`src/rtl/core/utn_pkg.sv`:
```
`timescale 1ns / 1ps

package utn_pkg;

    // default buffer depth in bytes
    localparam int MAX_LEN_DEF = 32;

    // utf-8 class masks and codes
    localparam logic [7:0] MASK_2B   = 8'hE0;
    localparam logic [7:0] MASK_CONT = 8'hC0;
    localparam logic [7:0] MASK_3B   = 8'hF0;
    localparam logic [7:0] MASK_4B   = 8'hF8;
    localparam logic [7:0] CODE_CONT = 8'h80;
    localparam logic [7:0] CODE_2B   = 8'hC0;
    localparam logic [7:0] CODE_3B   = 8'hE0;
    localparam logic [7:0] CODE_4B   = 8'hF0;
    localparam logic [7:0] LOW_BITS  = 8'h3F;

    // double-encoded sequence head
    localparam logic [7:0] DBL_B0 = 8'hC3;
    localparam logic [7:0] DBL_B1 = 8'h83;
    localparam logic [7:0] DBL_B2 = 8'hC2;

    typedef struct packed {
        logic [7:0] in_byte;
        logic       in_last;
    } item_t;

    typedef struct packed {
        logic [7:0] out_byte;
        logic       out_last;
        logic       was_converted;
        logic       overflowed;
    } result_t;

    // controller to datapath
    typedef struct packed {
        logic load;
        logic drain;
        logic finish;
    } ctrl_cmd_t;

    // datapath to controller
    typedef struct packed {
        logic emit_last;
    } ctrl_sts_t;

    // tail bytes that close a double-encoded sequence
    function automatic logic is_repair_tail(input logic [7:0] b);
        logic r;
        case (b) inside
            8'hA9, 8'hA8, 8'hAA, 8'hA0, 8'hB4, 8'hBB, 8'hA7: r = 1'b1;
            default: r = 1'b0;
        endcase
        return r;
    endfunction

endpackage

```
`src/rtl/core/utn_ctrl.sv`:
```
`timescale 1ns / 1ps

module utn_ctrl
    import utn_pkg::*;
(
    input  logic       clk,
    input  logic       rst_n,
    input  logic       start,
    input  logic       in_last,
    input  ctrl_sts_t  sts,
    output ctrl_cmd_t  cmd,
    output logic       busy
);

    typedef enum logic [1:0] {
        ST_LOAD  = 2'b01,
        ST_DRAIN = 2'b10
    } state_t;

    state_t state_reg, state_next;

    // command decode
    always_comb
    begin
        cmd.load   = start && (state_reg == ST_LOAD);
        cmd.drain  = (state_reg == ST_DRAIN);
        cmd.finish = (state_reg == ST_DRAIN) && sts.emit_last;
        busy       = (state_reg == ST_DRAIN);
    end

    // next state
    always_comb
    begin
        state_next = state_reg;
        case (state_reg)
            ST_LOAD:
            begin
                if (start && in_last)
                begin
                    state_next = ST_DRAIN;
                end
            end
            ST_DRAIN:
            begin
                if (sts.emit_last)
                begin
                    state_next = ST_LOAD;
                end
            end
            default: state_next = ST_LOAD;
        endcase
    end

    always_ff @(posedge clk or negedge rst_n)
    begin
        if (!rst_n)
        begin
            state_reg <= ST_LOAD;
        end
        else
        begin
            state_reg <= state_next;
        end
    end

endmodule

```
`src/rtl/core/utn_datapath.sv`:
```
`timescale 1ns / 1ps

module utn_datapath
    import utn_pkg::*;
#(
    parameter int MAX_LEN = MAX_LEN_DEF
)
(
    input  logic       clk,
    input  logic       rst_n,
    input  ctrl_cmd_t  cmd,
    input  item_t      item,
    output ctrl_sts_t  sts,
    output result_t    result,
    output logic       result_strobe
);

    localparam int IDX_W = $clog2(MAX_LEN);
    localparam int CNT_W = $clog2(MAX_LEN + 1);

    // text buffer
    logic [7:0] mem [MAX_LEN];

    logic [CNT_W-1:0] byte_count_reg, byte_count_next;
    logic [1:0]       pending_reg, pending_next;
    logic             invalid_reg, invalid_next;
    logic             overflow_reg, overflow_next;

    // drain side
    logic [CNT_W-1:0] rd_ptr_reg, rd_ptr_next;
    logic [7:0]       src_reg;
    logic             src_vld_reg, src_vld_next;
    logic             half_reg, half_next;
    logic [7:0]       win_reg [4];
    logic [7:0]       win_next [4];
    logic [2:0]       wcnt_reg, wcnt_next;
    result_t          result_reg, result_next;
    logic             strobe_reg, strobe_next;

    logic             space;
    logic             conv;
    logic             gen_done;
    logic             expand;
    logic [7:0]       tbyte;
    logic             match;
    logic [1:0]       pop;
    logic [2:0]       rem;
    logic             push;
    logic             consume;
    logic             fetch;
    logic             emit_last;

    assign space = (byte_count_reg < CNT_W'(MAX_LEN));
    assign conv  = invalid_reg || (pending_reg != 2'd0);

    // load side: counting and lenient utf-8 check
    always_comb
    begin
        byte_count_next = byte_count_reg;
        pending_next    = pending_reg;
        invalid_next    = invalid_reg;
        overflow_next   = overflow_reg;
        if (cmd.load)
        begin
            if (space)
            begin
                byte_count_next = byte_count_reg + CNT_W'(1);
                if (!invalid_reg)
                begin
                    if (pending_reg != 2'd0)
                    begin
                        if ((item.in_byte & MASK_CONT) != CODE_CONT)
                        begin
                            invalid_next = 1'b1;
                        end
                        else
                        begin
                            pending_next = pending_reg - 2'd1;
                        end
                    end
                    else if (item.in_byte[7])
                    begin
                        if ((item.in_byte & MASK_2B) == CODE_2B)
                        begin
                            pending_next = 2'd1;
                        end
                        else if ((item.in_byte & MASK_3B) == CODE_3B)
                        begin
                            pending_next = 2'd2;
                        end
                        else if ((item.in_byte & MASK_4B) == CODE_4B)
                        begin
                            pending_next = 2'd3;
                        end
                        else
                        begin
                            invalid_next = 1'b1;
                        end
                    end
                end
            end
            else
            begin
                overflow_next = 1'b1;
            end
        end
        if (cmd.finish)
        begin
            byte_count_next = '0;
            pending_next    = 2'd0;
            invalid_next    = 1'b0;
            overflow_next   = 1'b0;
        end
    end

    // buffer write
    always_ff @(posedge clk)
    begin
        if (cmd.load && space)
        begin
            mem[byte_count_reg[IDX_W-1:0]] <= item.in_byte;
        end
    end

    // latin-1 expansion of the current source byte
    assign expand   = conv && src_reg[7];
    assign tbyte    = !expand ? src_reg :
                      (!half_reg ? (CODE_2B | {6'd0, src_reg[7:6]})
                                 : (CODE_CONT | (src_reg & LOW_BITS)));
    assign gen_done = !src_vld_reg && (rd_ptr_reg == byte_count_reg);

    // repair window and output selection
    always_comb
    begin
        match = (wcnt_reg == 3'd4) && (win_reg[0] == DBL_B0) && (win_reg[1] == DBL_B1)
                && (win_reg[2] == DBL_B2) && is_repair_tail(win_reg[3]);
        pop = 2'd0;
        if (cmd.drain && (wcnt_reg != 3'd0) && ((wcnt_reg == 3'd4) || gen_done))
        begin
            pop = match ? 2'd3 : 2'd1;
        end
        emit_last = (pop == 2'd1) && gen_done && (wcnt_reg == 3'd1);
        rem  = wcnt_reg - {1'b0, pop};
        push = cmd.drain && src_vld_reg && (rem < 3'd4);
        for (int j = 0; j < 4; j++)
        begin
            win_next[j] = win_reg[j];
        end
        case (pop)
            2'd1:
            begin
                win_next[0] = win_reg[1];
                win_next[1] = win_reg[2];
                win_next[2] = win_reg[3];
            end
            2'd3:
            begin
                win_next[0] = win_reg[3];
            end
            default: ;
        endcase
        if (push)
        begin
            win_next[rem[1:0]] = tbyte;
        end
        wcnt_next = rem + {2'd0, push};

        consume = push && (!expand || half_reg);
        half_next = half_reg;
        if (consume)
        begin
            half_next = 1'b0;
        end
        else if (push)
        begin
            half_next = 1'b1;
        end

        fetch = cmd.drain && (!src_vld_reg || consume) && (rd_ptr_reg < byte_count_reg);
        rd_ptr_next  = fetch ? rd_ptr_reg + CNT_W'(1) : rd_ptr_reg;
        src_vld_next = fetch ? 1'b1 : (consume ? 1'b0 : src_vld_reg);

        strobe_next               = (pop != 2'd0);
        result_next.out_byte      = win_reg[0];
        result_next.out_last      = emit_last;
        result_next.was_converted = conv;
        result_next.overflowed    = overflow_reg;

        if (cmd.finish)
        begin
            rd_ptr_next  = '0;
            src_vld_next = 1'b0;
            half_next    = 1'b0;
            wcnt_next    = 3'd0;
        end
    end

    assign sts.emit_last = emit_last;

    // buffer read and window payload
    always_ff @(posedge clk)
    begin
        if (fetch)
        begin
            src_reg <= mem[rd_ptr_reg[IDX_W-1:0]];
        end
        for (int j = 0; j < 4; j++)
        begin
            win_reg[j] <= win_next[j];
        end
        result_reg <= result_next;
    end

    // control state
    always_ff @(posedge clk or negedge rst_n)
    begin
        if (!rst_n)
        begin
            byte_count_reg <= '0;
            pending_reg    <= 2'd0;
            invalid_reg    <= 1'b0;
            overflow_reg   <= 1'b0;
            rd_ptr_reg     <= '0;
            src_vld_reg    <= 1'b0;
            half_reg       <= 1'b0;
            wcnt_reg       <= 3'd0;
            strobe_reg     <= 1'b0;
        end
        else
        begin
            byte_count_reg <= byte_count_next;
            pending_reg    <= pending_next;
            invalid_reg    <= invalid_next;
            overflow_reg   <= overflow_next;
            rd_ptr_reg     <= rd_ptr_next;
            src_vld_reg    <= src_vld_next;
            half_reg       <= half_next;
            wcnt_reg       <= wcnt_next;
            strobe_reg     <= strobe_next;
        end
    end

    assign result        = result_reg;
    assign result_strobe = strobe_reg;

endmodule

```
`src/rtl/core/utf8_text_normalizer_core.sv`:
```
`timescale 1ns / 1ps

// utf-8 text normalizer
// input channel: a beat (item) is taken on a rising edge with start high and busy low;
// item.in_last marks the final byte of a string. bytes past MAX_LEN are dropped and
// reported through result.overflowed.
// while bytes load, one per cycle, a lenient utf-8 check runs. after the final byte
// busy rises and the buffer drains: invalid strings are expanded as latin-1 into
// two-byte utf-8, and double-encoded c3 83 c2 xx (xx a repair tail) folds to c3 xx.
// output channel: each result beat is on result for one cycle with result_strobe high;
// result.out_last marks the final beat of the string. the receiver cannot stall.
// the first result beat comes once the repair window is full or the string is
// used up; then one beat per cycle, set by the single buffer read port, with an
// idle gap behind each folded sequence while the four-byte repair window refills.
// busy stays high for the drain of the p expanded bytes (p from n to 2n for n stored
// bytes). the final beat is on result in the first cycle with busy low, so the next
// string can start there.
// reset clears the controller and all counters; buffer contents need no clearing.
module utf8_text_normalizer_core
    import utn_pkg::*;
#(
    parameter int MAX_LEN = MAX_LEN_DEF
)
(
    input  logic    clk,
    input  logic    rst_n,
    input  logic    start,
    output logic    busy,
    input  item_t   item,
    output result_t result,
    output logic    result_strobe
);

    ctrl_cmd_t cmd;
    ctrl_sts_t sts;

    // sequencing
    utn_ctrl u_ctrl (
        .clk     (clk),
        .rst_n   (rst_n),
        .start   (start),
        .in_last (item.in_last),
        .sts     (sts),
        .cmd     (cmd),
        .busy    (busy)
    );

    // buffer, check and repair
    utn_datapath #(
        .MAX_LEN (MAX_LEN)
    ) u_datapath (
        .clk           (clk),
        .rst_n         (rst_n),
        .cmd           (cmd),
        .item          (item),
        .sts           (sts),
        .result        (result),
        .result_strobe (result_strobe)
    );

endmodule

```
`config.mk`:
```
export PLATFORM = sky130hd
export DESIGN_NAME = utf8_text_normalizer_core
export DESIGN_NICKNAME = d
export VERILOG_FILES = /design/src/rtl/core/utn_pkg.sv /design/src/rtl/core/utn_ctrl.sv /design/src/rtl/core/utn_datapath.sv /design/src/rtl/core/utf8_text_normalizer_core.sv
export SDC_FILE = /design/constraint.sdc
export NUM_CORES = 1
export LEC_CHECK = 0
export BUFFER_PORTS_ARGS = -buffer_cell sky130_fd_sc_hd__buf_2
export CAP_MARGIN = 5
export CORE_ASPECT_RATIO = 1.75
export CORE_MARGIN = 1
export CORE_UTILIZATION = 45
export DETAILED_ROUTE_END_ITERATION = 8
export PLACE_DENSITY_LB_ADDON = 0.12
export SKIP_CTS_REPAIR_TIMING = 1
export SLEW_MARGIN = 10
export SYNTH_ARGS = -nofsm -noshare
export SYNTH_HDL_FRONTEND = slang
export SYNTH_HIERARCHICAL = 1
export SYNTH_SLANG_ARGS = --single-unit
export TNS_END_PERCENT = 1
```
`constraint.sdc`:
```
create_clock -name clk -period 4.75 [get_ports clk]
set_input_delay 0.475 -clock clk [delete_from_list [all_inputs] [get_ports clk]]
set_output_delay 0.475 -clock clk [all_outputs]
set_load 0.01 [all_outputs]
```
==> metrics.yaml <==
status: "complete, no violations"
ys_seq_area_frac: 0.7105
reg2regPathDepth: 15
die_x_um: 132.1
worstSetupEndpointType: "register"
path_max_fanout: 15
synth_cell_types: 60
die_h_um: 229.7
antenna_found_initial: 0
rows: 83
routed-via-count: 6889
die-area_um2: 30340
io_pins: 25
grt_max_degree: 68
clkLatencyLatePin_ns: 0.56
leakagePower_nw: 4.928
switching_share: 0.1956
drive_gt1_frac: 0.2148
yosysTopAreaCell: "edfxtp_1"
grt_pass1_vias: 7394
syn_to_final_growth_pct: 10.56
vias_per_cell: 5.779
timing.hold.ws_ns: 0.2256
grt_first_pass_wirelength_um: 46860
hold_violations: 0
yosys_warnings: 6
finalCritPeriodShare: 0.9074
core_region_area_um2: 29290
rsz0062_at_grt: "false"
async_flop_share: 0.07251
clkTransAtPathRegs_ns: 0.07
largest_reg_flops: 256
syn_nets: 783
gp_routability_congestion: 0.9050
switchingPower_w: 0.001053
drt-pass1-iter-count: 4
postSynthCellCount: 756
wire_per_inst_um: 26.12
fin_setup_tns_ns: 0
nets: 816
ys_top_cells_by_area: "edfxtp_1 61%, mux4_2 14%, dfxtp_1 5.3%"
cp-start-kind: "register"
finalPower_w: 0.005382
yosys_register_bits: 331
maxCapViolations: 0
htree_levels: 1
cts_buffer_depth: 3
port_buffers: 24
peakVddDrop_v: 0.0002675
clkPwrFrac: 0.409
start_util: 0.4551
cts-root-buf: "clkbuf_16"
period_needed_ns: 4.310
hold_depth: 3
crit_type: "reg2reg"
hpwlAfterDp_um: 21160
worstPathArrival_ns: 4.71
internal_power_w: 0.004329
ant_nets: 0
cts_tree: "yes"
syn_area_per_cell_um2: 17.63
synth_ff_type: "edfxtp_1"
crit_required_ns: 5.15
slew_violations: 0
clkSinkCount: 331
synth_edf_count: 272
combPwrFrac: 0.009
fin_util: 0.5032
slew_headroom: 0.3139
synth_top_area_share: 0.6128
drc_errors: 0
drt_iter0_drc: 428
synth_area_um2: 13330
worstHoldPathType: "in2reg"
cts_buffers: 30
tightest_slew_ns: 1.029
skew_ns: 0.01589
setup_violations: 0
max_freq_mhz: 232.0
grt_overflow: 0
synth.top_cells.by_count: "272 x edfxtp_1, 80 x mux4_2, 71 x nor2_1"
antenna_cells: 0
routed_wl_um: 31130
powerDensity_nw_per_um2: 365.2
yosysMostFrequentCell: "edfxtp_1"
seqPwrFrac: 0.582
grtUsageTotal: 0.2137
==> stage by stage <==
| step | setup slack, ns | instances | cell area, um^2 |
|---|---|---|---|
| 5_1_grt | 0.08299 | 1192 | 14740 |
| 2_1_floorplan | 0.6441 | 756 | 13330 |
| 3_3_place_gp | 0.6383 | 1138 | 13840 |
| 6_report | 0.4400 | 1192 | 14740 |
| 3_5_place_dp | 0.4516 | 1138 | 13840 |
| 4_1_cts | 0.4354 | 1191 | 14730 |
==> final timing paths <==
| check | end | slack, ns | from |
|---|---|---|---|
| setup / recovery | u_datapath/rd_ptr_reg[0]$_DFFE_PN0P_ | 0.44 | u_datapath/byte_count_reg[3]$_DFFE_PN0P_ |
| hold / removal | u_ctrl/state_reg[1]$_DFFE_PN0P_ | 0.23 | item[0] |
| setup reg to reg | u_datapath/rd_ptr_reg[0]$_DFFE_PN0P_ | 0.44 | u_datapath/byte_count_reg[3]$_DFFE_PN0P_ |
| hold reg to reg | u_datapath/result[0]$_DFF_P_ | 0.38 | u_datapath/overflow_reg$_DFFE_PN0P_ |
| max in group asynchronous | u_datapath/rd_ptr_reg[0]$_DFFE_PN0P_ | 3.89 | rst_n |
| min in group asynchronous | u_ctrl/state_reg[1]$_DFFE_PN0P_ | 0.44 | rst_n |
==> cell families after synthesis <==
kind of cell | synth area share
buf+inv | 0.01877
mux | 0.1540
compound gates | 0.02976
fa+ha+maj | 0.01539
simple gates | 0.06562
flops | 0.7105
xor+xnor | 0.005914
==> critical path, cell delays in order, from the launching register on <==
cell and delay [ns]:
dfrtp_1 0.48, inv_1 0.15, ha_1 0.33, nand4_1 0.15, nor4_1 0.36, a31oi_1 0.16, clkinv_1 0.10, buf_4 0.21
nand3_1 0.13, fa_1 0.41, xor2_1 0.30, nand3_1 0.22, o21a_1 0.29, nor2_1 0.63, xnor2_1 0.19, nor2_1 0.05
==> cell type report <==
| class | instances | area [um^2] |
|---|---|---|
| clock buffers | 37 | 798.3 |
| clock inverters | 16 | 88.84 |
| fillers | 2510 | 14550 |
| inverters | 22 | 82.58 |
| multi-input cells | 369 | 3608 |
| flip-flops and latches | 331 | 9475 |
| well taps | 382 | 478.0 |
| repair buffers | 35 | 205.2 |
==> power groups by stage <==
stage | sequential (W) | combinational [W] | clock, W
after global routing | 0.00313 | 0.0000545 | 0.00235
after global placement | 0.00320 | 0.0000463 | 0
after CTS | 0.00313 | 0.0000500 | 0.00226
after detailed placement | 0.00320 | 0.0000501 | 0
after floorplan | 0.00320 | 0.00000186 | 0
final | 0.00313 | 0.0000479 | 0.00220
==> placed cells by master (no fill, tap or decap), types with 2 or more instances in the layout <==
cell type | Yosys | routed
nor4bb_1 | 2 | 2
clkbuf_1 | 19 | 6
mux2_2 | 9 | 9
nor4_1 | 4 | 4
a211oi_1 | 7 | 7
a22oi_1 | 5 | 5
o31ai_1 | 2 | 2
mux2i_1 | 15 | 15
mux4_2 | 80 | 80
nor3_1 | 8 | 8
or2_2 | 2 | 2
nand4_1 | 8 | 8
nor2_1 | 71 | 71
xnor2_1 | 7 | 7
clkinv_4 | 0 | 2
o21ai_1 | 11 | 11
clkinv_2 | 0 | 6
ha_1 | 14 | 14
inv_1 | 20 | 20
nor2b_1 | 10 | 10
nand4b_1 | 2 | 2
nand3_1 | 16 | 16
clkinvlp_4 | 0 | 3
a21o_1 | 2 | 2
and3_1 | 3 | 3
xor2_1 | 2 | 2
dfrtp_1 | 23 | 21
nand2_1 | 37 | 37
clkinv_1 | 1 | 6
clkbuf_16 | 0 | 31
a21oi_1 | 14 | 14
dfxtp_1 | 35 | 35
nor3b_1 | 2 | 2
edfxtp_1 | 272 | 272
buf_2 | 5 | 24
buf_4 | 1 | 10
nor4b_1 | 4 | 4
or3_1 | 2 | 2
o21ai_0 | 9 | 9
==> per-layer routing <==
layer  up-vias  GRT usage  share of wire
li1       3045          -              -
met1      3602     0.2275           0.34
met2       190     0.4188           0.58
met3        52    0.02293          0.034
met4         0    0.09193          0.038
met5         -          0              0
Note: power is estimated with default switching activity, not from simulation.
